`config.mk`:
```
export PLATFORM = sky130hd
export DESIGN_NAME = rational_arith_unit
export DESIGN_NICKNAME = d
export VERILOG_FILES = /design/src/hw/rtl/rau_pkg.sv /design/src/hw/rtl/rational_arith_unit.sv /design/src/hw/rtl/rau_ctrl.sv /design/src/hw/rtl/rau_dp.sv
export SDC_FILE = /design/constraint.sdc
export NUM_CORES = 2
export LEC_CHECK = 0
export ABC_AREA = 0
export BUFFER_PORTS_ARGS = -buffer_cell sky130_fd_sc_hd__buf_2
export CORE_UTILIZATION = 65
export CTS_BUF_LIST = sky130_fd_sc_hd__clkbuf_4 sky130_fd_sc_hd__clkbuf_8
export DETAILED_ROUTE_END_ITERATION = 6
export PLACE_DENSITY = 0.83
export SYNTH_ARGS = -nofsm -noshare
export SYNTH_HDL_FRONTEND = slang
export SYNTH_SLANG_ARGS = --single-unit
```
`constraint.sdc`:
```
create_clock -name i_clk -period 18.77 [get_ports i_clk]
set_clock_uncertainty 0.15 [all_clocks]
set_input_delay 4.6925 -clock i_clk [delete_from_list [all_inputs] [get_ports i_clk]]
set_output_delay 4.6925 -clock i_clk [all_outputs]
set_load 0.03 [all_outputs]
```
`src/hw/rtl/rau_pkg.sv`:
```
// Shared types and codes for the rational arithmetic unit.
// No dependencies; imported by the controller, the datapath and the top level.
package rau_pkg;

    localparam logic [1:0] MODE_ADD = 2'd0;
    localparam logic [1:0] MODE_SUB = 2'd1;
    localparam logic [1:0] MODE_MUL = 2'd2;
    localparam logic [1:0] MODE_DIV = 2'd3;

    localparam logic [1:0] ST_OK   = 2'd0;
    localparam logic [1:0] ST_ZERO = 2'd1;
    localparam logic [1:0] ST_OVF  = 2'd2;

    // product slots of the shared multiplier
    localparam logic [1:0] SLOT_P = 2'd0;
    localparam logic [1:0] SLOT_Q = 2'd1;
    localparam logic [1:0] SLOT_D = 2'd2;

    typedef struct packed {
        logic       load;
        logic       mul_en;
        logic [1:0] mul_sel;
        logic       cap_en;
        logic [1:0] cap_sel;
        logic       sum;
        logic       gcd_step;
        logic       g_latch;
        logic       div_step;
        logic       fin;
    } t_cmd;

    typedef struct packed {
        logic err;
        logic gcd_done;
        logic out_busy;
    } t_stat;

endpackage

```
`src/hw/rtl/rational_arith_unit.sv`:
```
// Top level of the rational arithmetic unit: joins controller and datapath.
// Depends on rau_pkg, rau_ctrl and rau_dp.
//
//  channel  | valid    | stall    | payload
//  request  | i_valid  | o_stall  | i_mode, i_left_num, i_left_den, i_right_num, i_right_den
//  result   | o_valid  | i_stall  | o_result_num, o_result_den, o_status
//
// One request at a time: accept, three multiply steps, capture, sum, binary GCD of
// up to about 2*WORD_BITS steps, WORD_BITS divider steps, then the result write;
// the run time is set mostly by the GCD loop and the divider lanes.
// Zero denominator requests and overflow in the products or the sum skip the GCD and divider.
// Reset is synchronous, active low; no clearing pass.
// A held result stalls only the final write; the next request is taken meanwhile.
module rational_arith_unit #(
    parameter int WORD_BITS = 32
) (
    input  logic               i_clk,
    input  logic               i_rst_n,
    input  logic               i_valid,
    output logic               o_stall,
    input  logic [1:0]         i_mode,
    input  logic signed [31:0] i_left_num,
    input  logic signed [31:0] i_left_den,
    input  logic signed [31:0] i_right_num,
    input  logic signed [31:0] i_right_den,
    output logic               o_valid,
    input  logic               i_stall,
    output logic signed [31:0] o_result_num,
    output logic [30:0]        o_result_den,
    output logic [1:0]         o_status
);
    import rau_pkg::*;

    t_cmd  cmd;
    t_stat stat;

    rau_ctrl #(.WORD_BITS(WORD_BITS)) u_ctrl (
        .i_clk   (i_clk),
        .i_rst_n (i_rst_n),
        .i_valid (i_valid),
        .o_busy  (o_stall),
        .i_stat  (stat),
        .o_cmd   (cmd)
    );

    rau_dp #(.WORD_BITS(WORD_BITS)) u_dp (
        .i_clk        (i_clk),
        .i_rst_n      (i_rst_n),
        .i_cmd        (cmd),
        .o_stat       (stat),
        .i_mode       (i_mode),
        .i_left_num   (i_left_num),
        .i_left_den   (i_left_den),
        .i_right_num  (i_right_num),
        .i_right_den  (i_right_den),
        .o_valid      (o_valid),
        .i_stall      (i_stall),
        .o_result_num (o_result_num),
        .o_result_den (o_result_den),
        .o_status     (o_status)
    );

`ifndef SYNTHESIS
    a_err_zero: assert property (@(posedge i_clk) disable iff (!i_rst_n)
        o_valid && o_status != ST_OK |-> o_result_num == '0 && o_result_den == '0)
        else $error("error result carries data");
    a_ok_den: assert property (@(posedge i_clk) disable iff (!i_rst_n)
        o_valid && o_status == ST_OK |-> o_result_den != '0)
        else $error("ok result with zero denominator");
    a_busy: assert property (@(posedge i_clk) disable iff (!i_rst_n)
        i_valid && !o_stall |=> o_stall)
        else $error("not busy after accepting a request");
`endif

endmodule

```
`src/hw/rtl/rau_ctrl.sv`:
```
// Sequencer of the rational arithmetic unit: steps the datapath through
// multiply, sum, GCD and division phases. Depends on rau_pkg.
module rau_ctrl #(
    parameter int WORD_BITS = 32
) (
    input  logic           i_clk,
    input  logic           i_rst_n,
    input  logic           i_valid,
    output logic           o_busy,
    input  rau_pkg::t_stat i_stat,
    output rau_pkg::t_cmd  o_cmd
);
    import rau_pkg::*;

    localparam int CW = (WORD_BITS > 1) ? $clog2(WORD_BITS) : 1;
    localparam logic [CW-1:0] CNT_LAST = CW'(WORD_BITS - 1);

    localparam logic [3:0] S_IDLE = 4'd0;
    localparam logic [3:0] S_MUL0 = 4'd1;
    localparam logic [3:0] S_MUL1 = 4'd2;
    localparam logic [3:0] S_MUL2 = 4'd3;
    localparam logic [3:0] S_CAP2 = 4'd4;
    localparam logic [3:0] S_SUM  = 4'd5;
    localparam logic [3:0] S_GCD  = 4'd6;
    localparam logic [3:0] S_GFIN = 4'd7;
    localparam logic [3:0] S_DIV  = 4'd8;
    localparam logic [3:0] S_FIN  = 4'd9;

    logic [3:0]    r_state, n_state;
    logic [CW-1:0] r_cnt, n_cnt;

    always_comb begin
        n_state = r_state;
        n_cnt   = r_cnt;
        o_cmd   = '0;
        case (r_state)
            S_IDLE: begin
                if (i_valid) begin
                    o_cmd.load = 1'b1;
                    n_state    = S_MUL0;
                end
            end
            S_MUL0: begin
                o_cmd.mul_en  = 1'b1;
                o_cmd.mul_sel = SLOT_P;
                n_state       = S_MUL1;
            end
            S_MUL1: begin
                o_cmd.mul_en  = 1'b1;
                o_cmd.mul_sel = SLOT_Q;
                o_cmd.cap_en  = 1'b1;
                o_cmd.cap_sel = SLOT_P;
                n_state       = S_MUL2;
            end
            S_MUL2: begin
                o_cmd.mul_en  = 1'b1;
                o_cmd.mul_sel = SLOT_D;
                o_cmd.cap_en  = 1'b1;
                o_cmd.cap_sel = SLOT_Q;
                n_state       = S_CAP2;
            end
            S_CAP2: begin
                o_cmd.cap_en  = 1'b1;
                o_cmd.cap_sel = SLOT_D;
                n_state       = S_SUM;
            end
            S_SUM: begin
                o_cmd.sum = 1'b1;
                n_state   = S_GCD;
            end
            S_GCD: begin
                // skip reduction once an error is flagged
                if (i_stat.err) begin
                    n_state = S_FIN;
                end else if (i_stat.gcd_done) begin
                    n_state = S_GFIN;
                end else begin
                    o_cmd.gcd_step = 1'b1;
                end
            end
            S_GFIN: begin
                o_cmd.g_latch = 1'b1;
                n_cnt         = '0;
                n_state       = S_DIV;
            end
            S_DIV: begin
                o_cmd.div_step = 1'b1;
                n_cnt          = r_cnt + 1'b1;
                if (r_cnt == CNT_LAST) begin
                    n_state = S_FIN;
                end
            end
            S_FIN: begin
                // hold until the output register is free
                if (!i_stat.out_busy) begin
                    o_cmd.fin = 1'b1;
                    n_state   = S_IDLE;
                end
            end
            default: begin
                n_state = S_IDLE;
            end
        endcase
    end

    always_ff @(posedge i_clk) begin
        if (!i_rst_n) begin
            r_state <= S_IDLE;
            r_cnt   <= '0;
        end else begin
            r_state <= n_state;
            r_cnt   <= n_cnt;
        end
    end

    assign o_busy = (r_state != S_IDLE);

`ifndef SYNTHESIS
    a_load_idle: assert property (@(posedge i_clk) disable iff (!i_rst_n)
        o_cmd.load |-> r_state == S_IDLE)
        else $error("load outside idle");
    a_fin_free: assert property (@(posedge i_clk) disable iff (!i_rst_n)
        o_cmd.fin |-> !i_stat.out_busy)
        else $error("result written while output is held");
    a_div_follows: assert property (@(posedge i_clk) disable iff (!i_rst_n)
        o_cmd.g_latch |=> o_cmd.div_step && r_cnt == '0)
        else $error("division did not start after gcd");
`endif

endmodule

```
`src/hw/rtl/rau_dp.sv`:
```
// Datapath of the rational arithmetic unit: operand registers, shared
// multiplier, binary GCD, two restoring divider lanes, output register.
// Depends on rau_pkg; driven by rau_ctrl.
module rau_dp #(
    parameter int WORD_BITS = 32
) (
    input  logic               i_clk,
    input  logic               i_rst_n,
    input  rau_pkg::t_cmd      i_cmd,
    output rau_pkg::t_stat     o_stat,
    input  logic [1:0]         i_mode,
    input  logic signed [31:0] i_left_num,
    input  logic signed [31:0] i_left_den,
    input  logic signed [31:0] i_right_num,
    input  logic signed [31:0] i_right_den,
    output logic               o_valid,
    input  logic               i_stall,
    output logic signed [31:0] o_result_num,
    output logic [30:0]        o_result_den,
    output logic [1:0]         o_status
);
    import rau_pkg::*;

    localparam int W  = WORD_BITS;
    localparam int KW = $clog2(W + 1);

    logic [1:0]          r_mode;
    logic signed [W-1:0] r_a, r_b, r_c, r_d;
    logic signed [W-1:0] r_p, r_q, r_den;
    logic [1:0]          r_err;
    logic signed [2*W-1:0] r_prod;
    logic [W-1:0]        r_u, r_v, r_nmag, r_dmag, r_g;
    logic [KW-1:0]       r_k;
    logic                r_nsign, r_dsign;
    logic [W-1:0]        r_nq, r_dq;
    logic [W:0]          r_nr, r_dr;
    logic                r_out_valid;
    logic signed [31:0]  r_onum;
    logic [30:0]         r_oden;
    logic [1:0]          r_ost;

    // one restoring division step: shift in the next dividend bit
    function automatic logic [2*W:0] div_step(input logic [W:0] rem,
                                              input logic [W-1:0] quo,
                                              input logic [W-1:0] dsr);
        logic [W:0] t;
        logic [W:0] dx;
        begin
            t  = {rem[W-1:0], quo[W-1]};
            dx = {1'b0, dsr};
            if (t >= dx) begin
                div_step = {t - dx, quo[W-2:0], 1'b1};
            end else begin
                div_step = {t, quo[W-2:0], 1'b0};
            end
        end
    endfunction

    logic signed [W-1:0] a_in, b_in, c_in, d_in;
    logic                zero_in;
    assign a_in    = i_left_num[W-1:0];
    assign b_in    = i_left_den[W-1:0];
    assign c_in    = i_right_num[W-1:0];
    assign d_in    = i_right_den[W-1:0];
    assign zero_in = (b_in == '0) || (d_in == '0) || (i_mode == MODE_DIV && c_in == '0);

    logic signed [W-1:0] mx, my;
    always_comb begin
        case (i_cmd.mul_sel)
            SLOT_P:  begin mx = r_a; my = (r_mode == MODE_MUL) ? r_c : r_d; end
            SLOT_Q:  begin mx = r_c; my = r_b; end
            default: begin mx = r_b; my = (r_mode == MODE_DIV) ? r_c : r_d; end
        endcase
    end

    logic prod_fits;
    assign prod_fits = (&r_prod[2*W-1:W-1]) || (~|r_prod[2*W-1:W-1]);

    logic signed [W:0] s;
    always_comb begin
        case (r_mode)
            MODE_ADD: s = r_p + r_q;
            MODE_SUB: s = r_p - r_q;
            default:  s = r_p;
        endcase
    end

    logic gcd_done;
    assign gcd_done = (r_u == '0) || (r_v == '0);

    logic [2*W:0] nstep, dstep;
    assign nstep = div_step(r_nr, r_nq, r_g);
    assign dstep = div_step(r_dr, r_dq, r_g);

    logic               neg, fin_ovf;
    logic signed [W-1:0] fin_num;
    assign neg     = (r_nsign ^ r_dsign) && (r_nq != '0);
    assign fin_num = neg ? -r_nq : r_nq;
    assign fin_ovf = (!neg && r_nq[W-1]) || r_dq[W-1];

    always_ff @(posedge i_clk) begin
        if (i_cmd.load) begin
            r_mode <= i_mode;
            r_a    <= a_in;
            r_b    <= b_in;
            r_c    <= c_in;
            r_d    <= d_in;
            r_err  <= zero_in ? ST_ZERO : ST_OK;
        end
        if (i_cmd.mul_en) begin
            r_prod <= mx * my;
        end
        if (i_cmd.cap_en) begin
            case (i_cmd.cap_sel)
                SLOT_P:  r_p   <= r_prod[W-1:0];
                SLOT_Q:  r_q   <= r_prod[W-1:0];
                default: r_den <= r_prod[W-1:0];
            endcase
            // the cross term only counts in add and subtract
            if (!prod_fits && r_err == ST_OK &&
                (i_cmd.cap_sel != SLOT_Q || r_mode == MODE_ADD || r_mode == MODE_SUB)) begin
                r_err <= ST_OVF;
            end
        end
        if (i_cmd.sum) begin
            if (s[W] != s[W-1] && r_err == ST_OK) begin
                r_err <= ST_OVF;
            end
            r_nsign <= s[W-1];
            r_dsign <= r_den[W-1];
            r_nmag  <= s[W-1] ? W'(-s) : s[W-1:0];
            r_u     <= s[W-1] ? W'(-s) : s[W-1:0];
            r_dmag  <= r_den[W-1] ? -r_den : r_den;
            r_v     <= r_den[W-1] ? -r_den : r_den;
            r_k     <= '0;
        end
        if (i_cmd.gcd_step) begin
            if (!r_u[0] && !r_v[0]) begin
                r_u <= r_u >> 1;
                r_v <= r_v >> 1;
                r_k <= r_k + 1'b1;
            end else if (!r_u[0]) begin
                r_u <= r_u >> 1;
            end else if (!r_v[0]) begin
                r_v <= r_v >> 1;
            end else if (r_u >= r_v) begin
                r_u <= (r_u - r_v) >> 1;
            end else begin
                r_v <= (r_v - r_u) >> 1;
            end
        end
        if (i_cmd.g_latch) begin
            r_g  <= (r_u | r_v) << r_k;
            r_nq <= r_nmag;
            r_dq <= r_dmag;
            r_nr <= '0;
            r_dr <= '0;
        end
        if (i_cmd.div_step) begin
            r_nr <= nstep[2*W:W];
            r_nq <= nstep[W-1:0];
            r_dr <= dstep[2*W:W];
            r_dq <= dstep[W-1:0];
        end
        if (i_cmd.fin) begin
            if (r_err != ST_OK) begin
                r_onum <= '0;
                r_oden <= '0;
                r_ost  <= r_err;
            end else if (fin_ovf) begin
                r_onum <= '0;
                r_oden <= '0;
                r_ost  <= ST_OVF;
            end else begin
                r_onum <= 32'(fin_num);
                r_oden <= 31'(r_dq);
                r_ost  <= ST_OK;
            end
        end
    end

    always_ff @(posedge i_clk) begin
        if (!i_rst_n) begin
            r_out_valid <= 1'b0;
        end else if (i_cmd.fin) begin
            r_out_valid <= 1'b1;
        end else if (!i_stall) begin
            r_out_valid <= 1'b0;
        end
    end

    assign o_stat.err      = (r_err != ST_OK);
    assign o_stat.gcd_done = gcd_done;
    assign o_stat.out_busy = r_out_valid && i_stall;

    assign o_valid      = r_out_valid;
    assign o_result_num = r_onum;
    assign o_result_den = r_oden;
    assign o_status     = r_ost;

endmodule

```
Word-level counts from Yosys, hierarchy flattened

Index checks and enable logic that the tools add are counted.

Flip-flop bits (word level): 663
Output and inout bits: 67

Order comparisons: 3
Muxes and demuxes: 61
Reductions and logical operators: 43
Multipliers: 1
Add/subtract/negate cells: 11
Equality and inequality tests: 23
Shift operators: 1
Bitwise logic cells: 3

Operator list:

| cell               | count |
|---|---|
| $mux 32            | 24 |
| $logic_not 32->1   | 5 |
| $mux 64            | 2 |
| $pmux 32 s2        | 2 |
| $sub 32x32->32     | 4 |
| $neg 32->32        | 3 |
| $ge 33x32->1       | 2 |
| $pmux 33 s2        | 1 |
| $mul 32x32->64     | 1 |
| $pmux 4 s10        | 1 |
| $add 32x32->33     | 1 |
| $reduce_and 33->1  | 1 |
| $reduce_or 33->1   | 1 |
| $sub 32x32->33     | 1 |
| $ge 32x32->1       | 1 |
| $or 32x32->32      | 1 |
| $reduce_bool 32->1 | 1 |
| $shl 32x6->32      | 1 |
| $mux 4             | 5 |
| $mux 6             | 3 |
| $pmux 3 s3         | 2 |
| $eq 4x3->1 const B | 4 |
| $mux 2             | 7 |
| $mux 1             | 13 |
| other kinds (25)   | 59 |

Longest topological paths before layout

Word-level depth: 10
Mapped depth: 42

Modules after synthesis

Synthesis repeated with hierarchy kept, for this count alone.

Cell total of the unflattened synthesis: 7,784
Area, all modules: 75,542.5 µm²

Modules (own cells, without submodules):

| module   | cells an instance | seq. area each (µm²) | instances | area an instance (µm²) |
|---|---|---|---|---|
| rau_dp   | 7,709             | 18,908.1             | 1         | 74,980.7 |
| rau_ctrl | 75                | 180.2                | 1         | 561.8 |

Least setup slack after synthesis

OpenSTA, ideal clock, no wires.

Path kind: flip-flop to flip-flop
From: register u_dp.r_mode[1]
To: register u_dp.r_prod[62] (data pin)
Path buffers: 8
Clock period less this slack: 10,227 ps
Slack: 8,543 ps
Arrival: 9,819 ps
Library setup time: 258 ps
Cell stages (with the launch flop): 38
Required time: 18,362 ps
Path through: edfxtp_1 clkbuf_1 buf_2 clkbuf_1 buf_2 buf_1 nand2_1 buf_1 clkbuf_1 nand2_1 nand3_1 o211ai_1 o21a_1 clkbuf_1 nor2_1 fa_1 inv_1 fa_1 [... 2 more ...] fa_1 inv_1 fa_1 inv_1 fa_1 fa_1 inv_1 fa_1 inv_1 ha_1 nand2_1 nor3_1 a21oi_1 nand2_1 o41ai_1 o21ai_0 a31oi_1 xnor2_1

Cells in the longest elaborated chain, start to end: 4
Elaborated cells between the ends (all ways): 6
Classes of those cells: mul (1); eq/ne (2); mux (3)

RTL lines:

| item                          | line                       | RTL |
|---|---|---|
| from (decl)                   | rau_dp.sv:27               | `logic [1:0] r_mode;` |
| from (signal assigned)        | rau_dp.sv:103              | `r_mode <= i_mode;` |
| $eq 2x2->1 (on tied branches) | rau_dp.sv:72, rau_dp.sv:70 |  |
| $mux 32 (on tied branches)    | rau_dp.sv:72, rau_dp.sv:70 |  |
| $pmux 32 s2 (*)               | rau_dp.sv:69               | `case (i_cmd.mul_sel)` |
| $mul 32x32->64 (*)            | rau_dp.sv:111              | `r_prod <= mx * my;` |
| to (signal assigned)          | rau_dp.sv:111              |  |
| to (decl)                     | rau_dp.sv:31               | `logic signed [2*W-1:0] r_prod;` |

Every way passes the cells marked *; elsewhere a longest branch is shown, timed or not.
A chain may end at the register's enable or synchronous reset.

Worst setup path after layout

From: register u_ctrl.r_state[2]
To: register u_dp.r_prod[62] (data pin)

Cells in the longest elaborated chain, start to end: 5
Elaborated cells between the ends (all ways): 9
Classes of those cells: mul (1); eq/ne (4); mux (3); reduce/logical (1)

RTL lines:

| item                                          | line            | RTL |
|---|---|---|
| from (decl)                                   | rau_ctrl.sv:29  | `logic [3:0] r_state, n_state;` |
| from (signal assigned)                        | rau_ctrl.sv:111 | `r_state <= n_state;` |
| $eq 4x2->1 or $eq 4x1->1 (tied branches)      | rau_ctrl.sv:36  | `case (r_state)` |
| $pmux 3 s3 (*)                                | rau_ctrl.sv:36  |  |
| $eq 2x1->1 or $logic_not 2->1 (tied branches) | rau_dp.sv:69    |  |
| $pmux 32 s2                                   | rau_dp.sv:69    |  |
| $mul 32x32->64 (*)                            | rau_dp.sv:111   |  |

Marked as above.

==> run summary <==
run status - finished clean
GP Congestion - 1.095
Slew headroom - 0.08450
WHS - 312.3 ps
grt total ovfl - 0
Yosys reg bits - 663
commonest register cell after synthesis - edfxtp_1
Vias/cell - 6.412
CTS max path bufs - 3
Yosys top cell by area - fa_1
Critical Path RT - 19,170 ps
cell with the most instances after synthesis - inv_1
root buf cell - clkbuf_8
Crit path top cell by count - fa_1
Slew @ Worst Pin - 1373 ps
Clock Sinks - 663
Final Cycle Share - 0.6316
FP Rows - 124
IO Pins - 201
postcts setup bufs - 0
Max-cap violations - 0
Tot GR Track Use - 0.4280
Hold/Removal Path Class - register to register
Setup CP Type - register to register
Post-synth EDFFs - 581
number of hold buffers added after cts - 0
die outline height - 341.2 um
area of the mapped netlist - 74,770 sq um
top-area cell type share of the netlist area - 0.2910
Post-CTS Resized - 0
Final nets - 9,498
critical path endpoint category - register
Die W - 341.2 um
initial antenna violation count - 13
share of cells above drive strength 1 - 0.08236
drt first pass iters - 7
Startpoint Class - register
largest net degree at the start of global routing - 93
Area contributors post-synth - fa_1, edfxtp_1, ha_1
antenna viol nets, final - 0
Area Growth Syn to Fin - 6.843%
core region area - 114,200 sq um
DR WL/cell - 25.82 um
Crit-path slowest cell - fa_1
Final TNS setup - 0 ps
Net Count, Synth - 9,407
Initial Util - 0.6548
DP Wirelength - 183,900 um
Post-Synthesis Cells - 7,804
max-slew violations - 0
final hold vios - 0
Reg clk slew, reported paths - 60 ps
DRC Markers - 0
Seq/Total Area, Yosys - 0.2553
crit-path max cell delay - 1080 ps
vias in the first global route - 62.63k
fin util - 0.6996
RSZ-0062 raised after global routing - no
Final min period - 11,860 ps
clk_lat worst skew - 850 ps
YS warnings - 0
Distinct cells, synth - 92
Synth async-reset ratio - 0
critical path arrival - 12,260 ps
vias - 60.98k
Routed WL - 245,600 um
CTS tree - done
syn avg cell area - 9.581 sq um
CP max FO - 92
global-route wire length before repair - 370,500 um
CTS Buf Count - 111
Synth top cells by count - inv_1, fa_1, nor2_1
Max H-tree Level - 3
# port buffers - 200
DRT iter0 DRCs - 7,139
max frequency - 84.35 MHz
DIE AREA - 116,400 sq um
final setup vio count - 0
[cells by family after synthesis]
kind of cell	Yosys count	share of synthesized area
and+or+nand+nor	2491	0.1457
buffers and inverters	1513	0.07621
adders and majority gates	1469	0.3550
AOI/OAI and AO/OA	1161	0.1027
DFF	663	0.2553
xor gates and xnor gates	308	0.03608
muxes	199	0.02897
[metrics by stage]
step	std cells	worst slack (ps)	area, sq um
finish	9511	6914	79890
global route	9504	6339	79870
CTS	9500	7200	79840
detailed placement	9293	7235	77530
global placement	9293	7655	77530
floorplan	7804	8543	74770
[metal layers]
metal / vias up / wire length [um] / GRT usage
li1: 25790 / - / -
met1: 29600 / 81450 / 0.5048
met2: 4239 / 107900 / 0.6504
met3: 1348 / 30980 / 0.1262
met4: 12 / 25170 / 0.3529
met5: - / 83 / 0
[flip-flops by register name, summed over array words and instances, names as in the netlist, 4 cells and up]
signal	count
u_dp.r_prod	64
u_dp.o_result_num	32
u_dp.r_a	32
u_dp.r_b	32
u_dp.r_c	32
u_dp.r_d	32
u_dp.r_den	32
u_dp.r_dmag	32
u_dp.r_dq	32
u_dp.r_dr	32
u_dp.r_g	32
u_dp.r_nmag	32
u_dp.r_nq	32
u_dp.r_nr	32
u_dp.r_p	32
u_dp.r_q	32
u_dp.r_u	32
u_dp.r_v	32
u_dp.o_result_den	31
u_dp.r_k	6
u_ctrl.r_cnt	5
u_ctrl.r_state	4
[final timing paths]
check	start	endpoint	slack, ps	cells past startpoint
max	u_ctrl.r_state[2]	u_dp.r_prod[62]	6910	31
min	u_ctrl.r_cnt[3]	u_ctrl.r_cnt[3]	310	1
max reg2reg	u_ctrl.r_state[2]	u_dp.r_prod[62]	6910	31
min reg2reg	u_ctrl.r_cnt[3]	u_ctrl.r_cnt[3]	310	1
[cells in the final DEF (no fill, tap or decap), types with 38 or more instances in the layout]
cell type	instances
inv_1	1144
nand4_1	49
edfxtp_1	581
a31oi_1	38
a211oi_1	47
nor2b_1	41
nand3_1	97
xor2_1	104
and2_1	38
mux2i_1	168
o21bai_1	43
o21a_1	48
nand2b_1	54
buf_4	138
fa_1	1087
xnor2_1	204
a21oi_1	323
dfxtp_1	80
ha_1	382
or3_1	39
nor3_1	84
nor2_1	954
o21ai_0	163
o31ai_1	45
buf_2	200
nor4_1	72
o211ai_1	45
clkbuf_8	117
and3_1	57
a21o_1	142
nand2_1	888
[critical path, delay by kind of cell, from the launching register on]
family / cells / cell delay, ps
buffers and inverters: 9 / 2470
AOI/OAI and AO/OA: 5 / 1710
xor gates and xnor gates: 1 / 90
and+or+nand+nor: 7 / 1780
adders and majority gates: 9 / 4910
DFF: 1 / 400
[final cells by class]
cell class | count | area (sq um)
Tap cell | 1512 | 1892
Clock inverter | 61 | 485.5
Clock buffer | 146 | 1828
Fill cell | 8559 | 34300
Sequential cell | 663 | 19090
Inverter | 1152 | 4329
Timing Repair Buffer | 339 | 2048
Multi-Input combinational cell | 5628 | 50180
Antenna cell | 10 | 25.02
Power is not shown: default switching activity piles up to over one toggle a cycle in this logic, so the estimate is an artifact.
